### src/rtl/bdr_pkg.sv
`timescale 1ns / 1ps

package bdr_pkg;

  typedef logic [6:0] duty_t;

  typedef enum logic [2:0] {
    REG_SCREEN_MIN,
    REG_SCREEN_MAX,
    REG_TRACKER_MAX,
    REG_TRACKER_STEP,
    REG_CHANGE_BAND,
    REG_TRACKER_HOLD,
    REG_LIMIT_HOLD,
    REG_SLEW_DIVIDER
  } reg_idx_t;

  localparam int CFG_DATA_W = 10;

  typedef struct packed {
    duty_t       screen_min;
    duty_t       screen_max;
    duty_t       tracker_max;
    logic [3:0]  tracker_step;
    logic [3:0]  change_band;
    logic [9:0]  tracker_hold;
    logic [7:0]  limit_hold;
    logic [3:0]  slew_divider;
  } cfg_t;

  localparam cfg_t CFG_RESET = '{
    screen_min:   7'd1,
    screen_max:   7'd80,
    tracker_max:  7'd80,
    tracker_step: 4'd2,
    change_band:  4'd2,
    tracker_hold: 10'd500,
    limit_hold:   8'd200,
    slew_divider: 4'd3
  };

  localparam duty_t BRIGHT_FULL  = 7'd80;
  localparam duty_t LIMIT_RESET  = 7'd80;
  localparam duty_t TARGET_RESET = 7'd50;

  function automatic logic out_of_band(duty_t value, duty_t center, logic [3:0] band);
    logic [7:0] v;
    logic [7:0] c;
    logic [7:0] b;
    v = {1'b0, value};
    c = {1'b0, center};
    b = {4'b0, band};
    return ((v + b) < c) || (v > (c + b));
  endfunction

endpackage

### src/rtl/bdr_poll_if.sv
`timescale 1ns / 1ps

interface bdr_poll_if;
  logic valid;
  logic ready;
  logic pwm_in_level;
  logic comparator_high;
  logic tick_10us;
  logic tick_10ms;

  modport source (output valid, pwm_in_level, comparator_high, tick_10us, tick_10ms,
                  input ready);
  modport sink   (input valid, pwm_in_level, comparator_high, tick_10us, tick_10ms,
                  output ready);
endinterface

### src/rtl/bdr_duty_if.sv
`timescale 1ns / 1ps

interface bdr_duty_if;
  logic                valid;
  logic                ready;
  bdr_pkg::duty_t      screen_duty;
  bdr_pkg::duty_t      tracker_duty;
  bdr_pkg::duty_t      brightness_target;
  bdr_pkg::duty_t      duty_limit;

  modport source (output valid, screen_duty, tracker_duty, brightness_target, duty_limit,
                  input ready);
  modport sink   (input valid, screen_duty, tracker_duty, brightness_target, duty_limit,
                  output ready);
endinterface

### src/rtl/bdr_cfg_if.sv
`timescale 1ns / 1ps

interface bdr_cfg_if;
  logic                              valid;
  logic                              ready;
  bdr_pkg::reg_idx_t                 index;
  logic [bdr_pkg::CFG_DATA_W-1:0]    data;

  modport source (output valid, index, data, input ready);
  modport sink   (input valid, index, data, output ready);
endinterface

### src/rtl/bdr_tracker.sv
`timescale 1ns / 1ps

module bdr_tracker #(
  parameter int WINDOW_DEPTH = 4
) (
  input  logic            clk,
  input  logic            rst,
  input  logic            step,
  input  logic            comparator_high,
  input  bdr_pkg::cfg_t   cfg,
  output bdr_pkg::duty_t  tracker_next,
  output bdr_pkg::duty_t  target_next
);
  import bdr_pkg::*;

  localparam int SLOT_W      = $clog2(WINDOW_DEPTH);
  localparam int SUM_W       = 7 + $clog2(WINDOW_DEPTH);
  localparam int RECIP_SHIFT = 16;
  localparam int RECIP_W     = RECIP_SHIFT + 1;
  localparam logic [RECIP_W-1:0] RECIP =
    RECIP_W'(((2 ** RECIP_SHIFT) + WINDOW_DEPTH - 1) / WINDOW_DEPTH);
  localparam logic [SLOT_W-1:0] LAST_SLOT = SLOT_W'(WINDOW_DEPTH - 1);

  duty_t               tracker_value;
  logic [SLOT_W-1:0]   window_slot;
  logic [SUM_W-1:0]    window_sum;
  duty_t               window_average;
  duty_t               accepted_average;
  logic [9:0]          tracker_persist;
  duty_t               target_value;

  duty_t                     tracker_new;
  logic [7:0]                rise;
  logic [SUM_W-1:0]          block_sum;
  logic [SUM_W+RECIP_W-1:0]  product;
  duty_t                     average_new;
  logic                      block_end;
  logic [9:0]                persist_inc;
  logic [9:0]                persist_new;
  duty_t                     accepted_new;
  duty_t                     target_new;

  always_comb begin
    rise = {1'b0, tracker_value} + {4'b0, cfg.tracker_step};
    if (comparator_high) begin
      if (tracker_value < cfg.tracker_max) begin
        tracker_new = (rise > {1'b0, cfg.tracker_max}) ? cfg.tracker_max : rise[6:0];
      end else begin
        tracker_new = tracker_value;
      end
    end else if (tracker_value > {3'b0, cfg.tracker_step}) begin
      tracker_new = tracker_value - {3'b0, cfg.tracker_step};
    end else begin
      tracker_new = '0;
    end

    block_end   = (window_slot == LAST_SLOT);
    block_sum   = window_sum + SUM_W'(tracker_new);
    product     = block_sum * RECIP;
    average_new = block_end ? product[RECIP_SHIFT +: 7] : window_average;

    persist_inc  = tracker_persist + 10'd1;
    persist_new  = '0;
    accepted_new = accepted_average;
    target_new   = target_value;
    if (out_of_band(average_new, accepted_average, cfg.change_band)) begin
      if (persist_inc >= cfg.tracker_hold) begin
        accepted_new = average_new;
        target_new   = (average_new < BRIGHT_FULL) ? BRIGHT_FULL - average_new : '0;
      end else begin
        persist_new = persist_inc;
      end
    end
  end

  assign tracker_next = step ? tracker_new : tracker_value;
  assign target_next  = step ? target_new : target_value;

  always_ff @(posedge clk) begin
    if (rst) begin
      tracker_value    <= '0;
      window_slot      <= '0;
      window_sum       <= '0;
      window_average   <= '0;
      accepted_average <= '0;
      tracker_persist  <= '0;
      target_value     <= TARGET_RESET;
    end else if (step) begin
      tracker_value    <= tracker_new;
      window_slot      <= block_end ? '0 : window_slot + SLOT_W'(1);
      window_sum       <= block_end ? '0 : block_sum;
      window_average   <= average_new;
      accepted_average <= accepted_new;
      tracker_persist  <= persist_new;
      target_value     <= target_new;
    end
  end

endmodule

### src/rtl/backlight_duty_regulator.sv
`timescale 1ns / 1ps

// Backlight duty regulator.
// poll: one beat per poll of the PWM input level, comparator output and the
//   10us / 10ms tick flags. cfg: register writes (index, data), always ready;
//   write only while no poll is in flight.
// result: one beat per poll with the screen duty, tracking duty, brightness
//   target and duty limit as they stand after that poll.
// A poll is taken into an input register and worked in one pass into the result
//   register, where it stays valid until the receiver takes it.
//   One poll per cycle is sustained while the receiver is ready; the limit,
//   tracker and slew updates all sit in the single stage between the input and
//   result registers.
// When the receiver stalls, the result register holds and the input register
//   still takes one more poll; ready then drops until the result is taken.
// Reset clears the pipeline, restores register defaults, sets the limit to
//   80, the brightness target to 50 and the screen duty to 0.
module backlight_duty_regulator #(
  parameter int PWM_PERIOD_TICKS = 100,
  parameter int WINDOW_DEPTH     = 4
) (
  input  logic         clk,
  input  logic         rst,
  bdr_poll_if.sink     poll,
  bdr_duty_if.source   result,
  bdr_cfg_if.sink      cfg
);
  import bdr_pkg::*;

  localparam logic [7:0] COUNT_CEIL = 8'(PWM_PERIOD_TICKS + 5);
  localparam duty_t      PERIOD_VAL = 7'(PWM_PERIOD_TICKS);

  cfg_t cfg_regs;

  logic  s1_valid;
  logic  s1_level;
  logic  s1_cmp;
  logic  s1_t10us;
  logic  s1_t10ms;
  logic  advance;

  logic  out_valid;
  duty_t out_screen;
  duty_t out_tracker;
  duty_t out_target;
  duty_t out_limit;

  duty_t       high_count;
  duty_t       measured_width;
  duty_t       accepted_width;
  logic [7:0]  limit_persist;
  duty_t       limit_value;
  logic [3:0]  slew_phase;
  duty_t       screen_value;

  duty_t       high_count_next;
  duty_t       measured_width_next;
  duty_t       accepted_width_next;
  logic [7:0]  limit_persist_next;
  duty_t       limit_value_next;
  logic [3:0]  slew_phase_next;
  duty_t       screen_value_next;
  logic [7:0]  count_inc;
  logic [7:0]  persist_inc;
  logic [3:0]  phase_inc;
  duty_t       goal;

  duty_t       tracker_next;
  duty_t       target_next;

  assign advance    = s1_valid && (!out_valid || result.ready);
  assign poll.ready = !s1_valid || advance;
  assign cfg.ready  = 1'b1;

  always_ff @(posedge clk) begin
    if (rst) begin
      cfg_regs <= CFG_RESET;
    end else if (cfg.valid) begin
      case (cfg.index)
        REG_SCREEN_MIN:   cfg_regs.screen_min   <= cfg.data[6:0];
        REG_SCREEN_MAX:   cfg_regs.screen_max   <= cfg.data[6:0];
        REG_TRACKER_MAX:  cfg_regs.tracker_max  <= cfg.data[6:0];
        REG_TRACKER_STEP: cfg_regs.tracker_step <= cfg.data[3:0];
        REG_CHANGE_BAND:  cfg_regs.change_band  <= cfg.data[3:0];
        REG_TRACKER_HOLD: cfg_regs.tracker_hold <= cfg.data[9:0];
        REG_LIMIT_HOLD:   cfg_regs.limit_hold   <= cfg.data[7:0];
        REG_SLEW_DIVIDER: cfg_regs.slew_divider <= cfg.data[3:0];
        default: ;
      endcase
    end
  end

  always_ff @(posedge clk) begin
    if (rst) begin
      s1_valid <= 1'b0;
    end else if (poll.valid && poll.ready) begin
      s1_valid <= 1'b1;
    end else if (advance) begin
      s1_valid <= 1'b0;
    end
  end

  always_ff @(posedge clk) begin
    if (poll.valid && poll.ready) begin
      s1_level <= poll.pwm_in_level;
      s1_cmp   <= poll.comparator_high;
      s1_t10us <= poll.tick_10us;
      s1_t10ms <= poll.tick_10ms;
    end
  end

  bdr_tracker #(
    .WINDOW_DEPTH(WINDOW_DEPTH)
  ) u_tracker (
    .clk             (clk),
    .rst             (rst),
    .step            (advance && s1_t10ms),
    .comparator_high (s1_cmp),
    .cfg             (cfg_regs),
    .tracker_next    (tracker_next),
    .target_next     (target_next)
  );

  always_comb begin
    high_count_next     = high_count;
    measured_width_next = measured_width;
    count_inc           = {1'b0, high_count} + 8'd1;
    if (s1_level) begin
      if (s1_t10us) begin
        if (count_inc > COUNT_CEIL) begin
          measured_width_next = PERIOD_VAL;
          high_count_next     = PERIOD_VAL;
        end else begin
          high_count_next = count_inc[6:0];
        end
      end
    end else begin
      if (high_count != '0) begin
        measured_width_next = high_count;
      end
      high_count_next = '0;
    end

    accepted_width_next = accepted_width;
    limit_persist_next  = limit_persist;
    limit_value_next    = limit_value;
    slew_phase_next     = slew_phase;
    screen_value_next   = screen_value;
    persist_inc         = limit_persist + 8'd1;
    phase_inc           = slew_phase + 4'd1;
    goal                = '0;

    if (s1_t10ms) begin
      if (out_of_band(measured_width_next, accepted_width, cfg_regs.change_band)) begin
        if (persist_inc >= cfg_regs.limit_hold) begin
          limit_persist_next  = '0;
          limit_value_next    = measured_width_next;
          accepted_width_next = measured_width_next;
        end else begin
          limit_persist_next = persist_inc;
        end
      end else begin
        limit_persist_next = '0;
      end

      if (phase_inc < cfg_regs.slew_divider) begin
        slew_phase_next = phase_inc;
      end else begin
        slew_phase_next = '0;
        if ((target_next > limit_value_next) && (limit_value_next != '0)) begin
          goal = limit_value_next;
        end else begin
          goal = target_next;
        end
        if (goal > cfg_regs.screen_max) begin
          goal = cfg_regs.screen_max;
        end else if (goal < cfg_regs.screen_min) begin
          goal = cfg_regs.screen_min;
        end
        if (screen_value < goal) begin
          screen_value_next = screen_value + 7'd1;
        end else if (screen_value > goal) begin
          screen_value_next = screen_value - 7'd1;
        end
      end
    end
  end

  always_ff @(posedge clk) begin
    if (rst) begin
      high_count     <= '0;
      measured_width <= '0;
      accepted_width <= '0;
      limit_persist  <= '0;
      limit_value    <= LIMIT_RESET;
      slew_phase     <= '0;
      screen_value   <= '0;
    end else if (advance) begin
      high_count     <= high_count_next;
      measured_width <= measured_width_next;
      accepted_width <= accepted_width_next;
      limit_persist  <= limit_persist_next;
      limit_value    <= limit_value_next;
      slew_phase     <= slew_phase_next;
      screen_value   <= screen_value_next;
    end
  end

  always_ff @(posedge clk) begin
    if (rst) begin
      out_valid <= 1'b0;
    end else if (advance) begin
      out_valid <= 1'b1;
    end else if (result.ready) begin
      out_valid <= 1'b0;
    end
  end

  always_ff @(posedge clk) begin
    if (advance) begin
      out_screen  <= screen_value_next;
      out_tracker <= tracker_next;
      out_target  <= target_next;
      out_limit   <= limit_value_next;
    end
  end

  assign result.valid             = out_valid;
  assign result.screen_duty       = out_screen;
  assign result.tracker_duty      = out_tracker;
  assign result.brightness_target = out_target;
  assign result.duty_limit        = out_limit;

  a_screen_slew: assert property (@(posedge clk) disable iff (rst)
    !$past(rst) |-> (screen_value == $past(screen_value)) ||
                    (screen_value == $past(screen_value) + 7'd1) ||
                    (screen_value == $past(screen_value) - 7'd1))
    else $error("screen duty moved by more than one step");

  a_count_ceiling: assert property (@(posedge clk) disable iff (rst)
    {1'b0, high_count} <= COUNT_CEIL)
    else $error("high-time counter above its ceiling");

  a_stall_only_full: assert property (@(posedge clk) disable iff (rst)
    !poll.ready |-> s1_valid && out_valid && !result.ready)
    else $error("poll stalled while the pipeline has room");

endmodule

### src/flat_wrapper.sv
// flat-port wrapper written by rule: the top's interface ports become plain ports
module backlight_duty_regulator_flat import bdr_pkg::*;
#(
  parameter int PWM_PERIOD_TICKS = 100,
  parameter int WINDOW_DEPTH     = 4
)
  (clk, rst, poll_valid, poll_pwm_in_level, poll_comparator_high, poll_tick_10us, poll_tick_10ms, poll_ready, result_valid, result_screen_duty, result_tracker_duty, result_brightness_target, result_duty_limit, result_ready, cfg_valid, cfg_index, cfg_data, cfg_ready);
  bdr_poll_if poll_i ();
  bdr_duty_if result_i ();
  bdr_cfg_if cfg_i ();
  input  logic clk;
  input  logic rst;
  input wire logic [$bits(poll_i.valid)-1:0] poll_valid;
  input wire logic [$bits(poll_i.pwm_in_level)-1:0] poll_pwm_in_level;
  input wire logic [$bits(poll_i.comparator_high)-1:0] poll_comparator_high;
  input wire logic [$bits(poll_i.tick_10us)-1:0] poll_tick_10us;
  input wire logic [$bits(poll_i.tick_10ms)-1:0] poll_tick_10ms;
  output wire logic [$bits(poll_i.ready)-1:0] poll_ready;
  output wire logic [$bits(result_i.valid)-1:0] result_valid;
  output wire logic [$bits(result_i.screen_duty)-1:0] result_screen_duty;
  output wire logic [$bits(result_i.tracker_duty)-1:0] result_tracker_duty;
  output wire logic [$bits(result_i.brightness_target)-1:0] result_brightness_target;
  output wire logic [$bits(result_i.duty_limit)-1:0] result_duty_limit;
  input wire logic [$bits(result_i.ready)-1:0] result_ready;
  input wire logic [$bits(cfg_i.valid)-1:0] cfg_valid;
  input wire logic [$bits(cfg_i.index)-1:0] cfg_index;
  input wire logic [$bits(cfg_i.data)-1:0] cfg_data;
  output wire logic [$bits(cfg_i.ready)-1:0] cfg_ready;
  assign poll_i.valid = poll_valid;
  assign poll_i.pwm_in_level = poll_pwm_in_level;
  assign poll_i.comparator_high = poll_comparator_high;
  assign poll_i.tick_10us = poll_tick_10us;
  assign poll_i.tick_10ms = poll_tick_10ms;
  assign poll_ready = poll_i.ready;
  assign result_valid = result_i.valid;
  assign result_screen_duty = result_i.screen_duty;
  assign result_tracker_duty = result_i.tracker_duty;
  assign result_brightness_target = result_i.brightness_target;
  assign result_duty_limit = result_i.duty_limit;
  assign result_i.ready = result_ready;
  assign cfg_i.valid = cfg_valid;
  assign cfg_i.index = cfg_index;
  assign cfg_i.data = cfg_data;
  assign cfg_ready = cfg_i.ready;
  backlight_duty_regulator #(.PWM_PERIOD_TICKS(PWM_PERIOD_TICKS), .WINDOW_DEPTH(WINDOW_DEPTH)) u_core (.clk(clk), .rst(rst), .poll(poll_i), .result(result_i), .cfg(cfg_i));
endmodule
### config.mk
export PLATFORM = sky130hd
export DESIGN_NAME = backlight_duty_regulator_flat
export DESIGN_NICKNAME = d
export VERILOG_FILES = /design/src/rtl/bdr_pkg.sv /design/src/rtl/bdr_poll_if.sv /design/src/rtl/bdr_duty_if.sv /design/src/rtl/bdr_cfg_if.sv /design/src/rtl/bdr_tracker.sv /design/src/rtl/backlight_duty_regulator.sv /design/src/flat_wrapper.sv
export SDC_FILE = /design/constraint.sdc
export NUM_CORES = 1
export LEC_CHECK = 0
export ABC_CLOCK_PERIOD_IN_PS = 30200
export BUFFER_PORTS_ARGS = -buffer_cell sky130_fd_sc_hd__buf_2
export CAP_MARGIN = 20
export CORE_MARGIN = 1.5
export CORE_UTILIZATION = 45
export DETAILED_ROUTE_END_ITERATION = 16
export PLACE_DENSITY_LB_ADDON = 0.2
export SKIP_CTS_REPAIR_TIMING = 1
export SLEW_MARGIN = 20
export SYNTH_ARGS = -nofsm -noshare
export SYNTH_HDL_FRONTEND = slang
export SYNTH_SLANG_ARGS = --single-unit
### constraint.sdc
create_clock -name clk -period 30.2 [get_ports clk]
set_input_delay 4.53 -clock clk [delete_from_list [all_inputs] [get_ports clk]]
set_output_delay 4.53 -clock clk [all_outputs]
set_load 0.05 [all_outputs]
==> impl_metrics.py, run 1 <==
metrics = {
    "synth": {
        "ys_types": 84,
        "synth-seq-area-share": 0.329,
        "synth_edf_count": 32,
        "syn_nets": 1561,
        "async_reset_ff_frac": 0,
        "yosysWarnings": 0,
        "synth-seq-cells": 181,
        "syn_area_sq_um": 12000,
        "synth.avg_cell_area_sq_um": 8.53,
        "syn_inst": 1404,
        "synth-main-ff-cell": "dfxtp_1",
    },
    "place": {
        "hpwl_microns": 21900,
        "place_area_sq_um": 12500,
        "portBuffers": 51,
        "gp_congestion": 0.871,
    },
    "routing": {
        "drt_iter0_drc": 706,
        "routed_wl_microns": 30000,
        "routed_via_density": 5.64,
        "dr.pass1.iters": 5,
        "drc_errors": 0,
        "num_vias": 10000,
        "routedWlPerCell_microns": 16.9,
        "ant_nets": 0,
    },
    "timing": {
        "slew_viol_final": 0,
        "final-hold-violation-count": 0,
        "tns_ps": 0,
        "fin_crit_sh": 0.474,
        "worst_pin_slew_ps": 973,
        "rsz0062_at_grt": "no",
        "skew_ps": 19.7,
        "setup_viol": 0,
        "period_minus_slack_ps": 14320,
        "slew_headroom": 0.341,
        "max_freq_mhz": 69.8,
    },
    "min_path": {
        "min_path_type": "reg2reg",
    },
    "clock_tree": {
        "cts_made_buffers": 17,
        "cts_tree": "done",
        "path_clk_slew_ps": 70,
        "clock_path_buffers": 2,
        "clkLatencyLatePin_ps": 450,
        "root_buffer": "clkbuf_16",
        "htreeDepth": 4,
        "cts_sinks": 181,
    },
    "final_layout": {
        "mostFrequentLayoutCell": "nor2_1",
        "layout_common_cells": "nor2_1 (182), dfxtp_1 (149), ha_1 (128), nand2_1 (111), a21oi_1 (103)",
        "nNetsFinal": 1583,
        "antenna_cells": 0,
        "fillCellCount": 2495,
        "syn_to_final_growth_pct": 9.67,
        "postLayoutCoreUtil": 0.504,
        "drive_above_1_share": 0.0931,
        "design_area_sq_um": 13100,
    },
    "worst_setup_path": {
        "cp.arrival_ps": 14690,
        "cp-start-kind": "flop",
        "critPathMaxFanout": 21,
        "crit_path_end_kind": "flop",
        "cpMostUsedCell": "o21ai_0",
        "cp.required_ps": 30570,
        "slowest_stage": "o31ai_1",
        "slowest_delay_ps": 710,
        "worstSetupPathType": "reg2reg",
    },
    "global_route": {
        "grt_pass1_wl_microns": 49400,
        "gr-total-overflow": 0,
        "grt_pass1_vias": 9674,
        "grt_max_degree": 72,
        "grt_antenna_before_repair": 0,
        "grtUsageTotal": 0.220,
    },
    "floorplanning": {
        "start_util": 0.459,
        "core_area_sq_um": 26100,
        "die_y_microns": 166,
        "die_width_microns": 166,
        "dieArea_sq_um": 27600,
        "ioPinCount": 53,
        "fp-row-count": 59,
    },
    "pwr": {
        "p_seq_frac": 0.450,
        "p_switching_w": 0.000154,
        "finalPower_w": 0.000568,
        "clockPowerShare": 0.422,
        "p_leak_nw": 5.54,
        "switching_share": 0.270,
        "power.density_nw_per_um2": 43.2,
        "power_frac_comb": 0.127,
        "ir_drop_uv": 27.3,
        "internal-power_w": 0.000414,
    },
    "outcome": {
        "status": "finished, final reports clean",
    },
    "job": {
        "cap_viol_max_count": 0,
    },
}
stage by stage:
stage / cells / setup slack, ps / hold WS [ps]
floorplan: 1404 / 18120 / 437
global placement: 1742 / 16760 / 446
detailed placement: 1742 / 16220 / 451
CTS: 1774 / 16140 / 460
global route: 1774 / 14560 / 486
finish: 1774 / 15880 / 460
power groups by stage:
| stage | clock (W) | sequential [W] | combinational [W] |
|---|---|---|---|
| 2_1_floorplan | 0 | 0.000264 | 0.0000495 |
| 3_3_place_gp | 0 | 0.000261 | 0.0000710 |
| 3_5_place_dp | 0 | 0.000261 | 0.0000722 |
| 4_1_cts | 0.000246 | 0.000256 | 0.0000725 |
| 5_1_grt | 0.000256 | 0.000256 | 0.0000812 |
| 6_report | 0.000240 | 0.000256 | 0.0000722 |
cell families (layout without fill, tap and decap cells):
group,count (synthesis),in the layout,share of synthesized area
AOI/OAI and AO/OA,356,356,0.203
xor gates and xnor gates,60,60,0.0439
adders and majority gates,136,136,0.146
buffers and inverters,156,191,0.0498
DFF,181,181,0.329
muxes,62,62,0.0543
other,1,1,0.000313
and+or+nand+nor,452,452,0.173
registers in the layout, summed over array words and instances, names as in the netlist, 8 cells and up:
name and cells:
u_core.cfg_regs 51, u_core.limit_persist 8, u_core.u_tracker.tracker_persist 10, u_core.u_tracker.window_sum 9
cell type report:
cell class,instances,area (sq um),area share
multi-input cells,1067,7430,0.566
well taps,335,419,0.0319
flip-flops and latches,181,3940,0.300
clock inverters,9,93.8,0.00715
repair buffers,60,325,0.0248
inverters,99,373,0.0284
clock buffers,23,543,0.0414
worst paths after layout:
| kind | start | end | slack, ps | cells after the start |
|---|---|---|---|---|
| worst max-delay path | u_core.cfg_regs[27] | u_core.screen_value[6] | 15880 | 62 |
| worst min-delay path | u_core.u_tracker.window_average[0] | u_core.u_tracker.window_average[0] | 460 | 2 |
| worst max register to register | u_core.cfg_regs[27] | u_core.screen_value[6] | 15880 | 62 |
| worst min register to register | u_core.u_tracker.window_average[0] | u_core.u_tracker.window_average[0] | 460 | 2 |
synth_stat cells (6+ instances only):
| master | count | share of area |
|---|---|---|
| nand2b_1 | 20 | 0.010 |
| a32oi_1 | 9 | 0.0066 |
| edfxtp_1 | 32 | 0.080 |
| a31oi_1 | 8 | 0.0042 |
| nor2_1 | 182 | 0.057 |
| nor2b_1 | 17 | 0.0089 |
| a211oi_1 | 28 | 0.018 |
| a21oi_1 | 103 | 0.043 |
| o21a_1 | 18 | 0.011 |
| xor2_1 | 24 | 0.018 |
| nand4_1 | 12 | 0.0063 |
| inv_1 | 95 | 0.030 |
| a22o_1 | 7 | 0.0051 |
| fa_1 | 7 | 0.012 |
| mux2_2 | 16 | 0.015 |
| o21ai_0 | 52 | 0.022 |
| a21o_1 | 28 | 0.018 |
| and2_1 | 12 | 0.0063 |
| a2111oi_0 | 8 | 0.0059 |
| buf_1 | 6 | 0.0019 |
| and3_1 | 10 | 0.0052 |
| or3_1 | 6 | 0.0031 |
| xnor2_1 | 36 | 0.026 |
| dfxtp_1 | 149 | 0.25 |
| o211ai_1 | 21 | 0.013 |
| a22oi_1 | 8 | 0.0050 |
| clkbuf_1 | 45 | 0.014 |
| o21ai_1 | 6 | 0.0025 |
| o31ai_1 | 9 | 0.0056 |
| nand3_1 | 25 | 0.010 |
| nor3_1 | 35 | 0.015 |
| ha_1 | 128 | 0.13 |
| nand2_1 | 111 | 0.035 |
| mux2i_1 | 44 | 0.037 |
metal layers:
| metal | GRT usage | vias to the layer above | share of wire |
|---|---|---|---|
| met4 | 0.0650 | 0 | 0.018 |
| met3 | 0.0267 | 40 | 0.035 |
| met1 | 0.298 | 4730 | 0.48 |
| met2 | 0.369 | 202 | 0.46 |
| met5 | 0 | - | 0 |
| li1 | - | 5039 | - |
worst max-delay path, delay by kind of cell, from the launching register on:
family,cells,cell delay [ps]
buffers and inverters,3,390
and+or+nand+nor,14,2930
AOI/OAI and AO/OA,34,7570
DFF,1,410
adders and majority gates,9,2620
xor gates and xnor gates,2,330
Power figures use the tool's default switching activity.
==> run 2, diff against run 1 <==
--- a/config.mk
+++ b/config.mk
@@ -5,7 +5,7 @@
 export SDC_FILE = /design/constraint.sdc
 export NUM_CORES = 1
 export LEC_CHECK = 0
-export ABC_CLOCK_PERIOD_IN_PS = 30200
+export ABC_CLOCK_PERIOD_IN_PS = 14500
 export BUFFER_PORTS_ARGS = -buffer_cell sky130_fd_sc_hd__buf_2
 export CAP_MARGIN = 20
 export CORE_MARGIN = 1.5
==> constraint.sdc (replaced) <==
create_clock -name clk -period 14.5 [get_ports clk]
set_input_delay 2.175 -clock clk [delete_from_list [all_inputs] [get_ports clk]]
set_output_delay 2.175 -clock clk [all_outputs]
set_load 0.05 [all_outputs]
==> impl_metrics.py, run 2 (synthesis results as in run 1) <==
metrics = {
    "outcome": {
        "status": "finished, final reports clean",
    },
    "worst_setup_path": {
        "critPathMaxFanout": 21,
        "ff2ff_setup_slack_ps": 1430,
        "crit_path_end_kind": "flop",
        "worstSetupPathType": "reg2reg",
        "cp.required_ps": 14860,
        "cp-start-kind": "flop",
        "ff2ff_path_depth": 62,
        "crit_family": "compound AO/OA/AOI/OAI gates",
        "slowest_delay_ps": 490,
        "r2r-start": "u_core.u_tracker.tracker_value[0]",
        "r2r_end": "u_core.screen_value[6]",
        "cp.arrival_ps": 13440,
        "crit_buf_inv": 4,
        "slowest_stage": "fa_1",
    },
    "timing": {
        "period_minus_slack_ps": 13070,
        "tns_ps": 0,
        "fin_crit_sh": 0.901,
        "final-hold-violation-count": 0,
        "skew_ps": 12.6,
        "rsz0062_at_grt": "no",
        "worst_pin_slew_ps": 884,
        "max_freq_mhz": 76.5,
        "slew_headroom": 0.406,
        "setup_viol": 0,
        "slew_viol_final": 0,
    },
    "routing": {
        "routed_wl_microns": 29900,
        "num_vias": 9920,
        "drt_iter0_drc": 658,
        "drc_errors": 0,
        "ant_nets": 0,
        "routed_via_density": 5.59,
        "dr.pass1.iters": 5,
        "routedWlPerCell_microns": 16.8,
    },
    "final_layout": {
        "largest_reg_flops": 51,
        "nNetsFinal": 1583,
        "top_regs": "u_core.cfg_regs (51), u_core.u_tracker.tracker_persist (10), u_core.u_tracker.window_sum (9)",
        "mostFrequentLayoutCell": "nor2_1",
        "layout_common_cells": "nor2_1 (179), dfxtp_1 (149), ha_1 (128), nand2_1 (110), a21oi_1 (102)",
        "fin_cells": 1774,
        "drive_above_1_share": 0.0994,
        "syn_to_final_growth_pct": 9.46,
        "antenna_cells": 0,
        "regMostFlops": "u_core.cfg_regs",
    },
    "floorplanning": {
        "ioPinCount": 53,
        "core_area_sq_um": 26100,
        "start_util": 0.459,
        "dieArea_sq_um": 27600,
        "die_y_microns": 166,
        "die_width_microns": 166,
        "fp-row-count": 59,
    },
    "global_route": {
        "grt_pass1_vias": 9724,
        "grt_pass1_wl_microns": 49900,
        "gr-total-overflow": 0,
        "grt_antenna_before_repair": 0,
        "grt_max_degree": 104,
        "grtUsageTotal": 0.220,
    },
    "min_path": {
        "hold-path-cell-count": 2,
        "hp-start": "u_core.u_tracker.window_average[0]",
        "hold_end": "u_core.u_tracker.window_average[0]",
        "min_path_type": "reg2reg",
    },
    "job": {
        "cap_viol_max_count": 0,
    },
    "clock_tree": {
        "cts_sinks": 181,
        "root_buffer": "clkbuf_16",
        "path_clk_slew_ps": 70,
        "clock_path_buffers": 2,
        "cts_tree": "done",
        "clkLatencyLatePin_ps": 440,
        "htreeDepth": 4,
        "cts_made_buffers": 17,
    },
    "pwr": {
        "ir_drop_uv": 75.1,
        "p_leak_nw": 5.50,
        "power.density_nw_per_um2": 87.3,
    },
    "place": {
        "hpwl_microns": 21600,
        "portBuffers": 51,
        "dp.cells": 1742,
        "gp_congestion": 0.915,
    },
}
[run 2: how the worst max path moves through the flow]
| stage | from | end | slack [ps] | cells after the start |
|---|---|---|---|---|
| floorplan | u_core.u_tracker.tracker_value[0] | u_core.screen_value[6] | 2420 | 63 |
| CTS | u_core.cfg_regs[27] | u_core.screen_value[6] | 650 | 63 |
| global placement | u_core.u_tracker.tracker_value[1] | u_core.screen_value[1] | 1140 | 58 |
| finish | u_core.u_tracker.tracker_value[0] | u_core.screen_value[6] | 1430 | 62 |
| global route | u_core.cfg_regs[27] | u_core.screen_value[6] | 10 | 64 |
| detailed placement | u_core.cfg_regs[27] | u_core.screen_value[6] | 740 | 63 |
[run 2: cell type report]
type,count,area [sq um]
fillers,2486,13000
multi-input cells,1067,7470
flip-flops and latches,181,3940
clock buffers,18,429
well taps,335,419
inverters,99,373
repair buffers,60,329
clock inverters,14,141
[run 2: where the power goes]
| part | switching (W) | internal (W) | leakage (nW) |
|---|---|---|---|
| Combinational | 0.0000967 | 0.0000547 | 3.73 |
| Clock | 0.000218 | 0.000242 | 0.272 |
| Sequential | 0.0000103 | 0.000522 | 1.50 |
[run 2: layer usage]
| layer | vias to the layer above | track usage | share of wire | wire (microns) |
|---|---|---|---|---|
| li1 | 5051 | - | - | - |
| met1 | 4651 | 0.311 | 0.50 | 15000 |
| met2 | 190 | 0.351 | 0.45 | 13300 |
| met3 | 28 | 0.0312 | 0.038 | 1120 |
| met4 | 0 | 0.0576 | 0.014 | 422 |
| met5 | - | 0 | 0 | 0 |
[run 2: worst min-delay path, delay by kind of cell (launching register included)]
family	cells	cell delay, ps
and+or+nand+nor	1	50
DFF	1	310
AOI/OAI and AO/OA	1	50
[run 2: per-stage QoR]
stage | hold slack [ps] | area (sq um) | power, W | setup WS, ps | util
finish | 456 | 13100 | 0.00114 | 1430 | 0.503
global route | 497 | 13100 | 0.00119 | 10.7 | 0.503
CTS | 462 | 13100 | 0.00115 | 653 | 0.501
detailed placement | 452 | 12500 | 0.000694 | 743 | 0.479
global placement | 446 | 12500 | 0.000692 | 1140 | 0.479
floorplan | 437 | 12000 | 0.000653 | 2420 | -
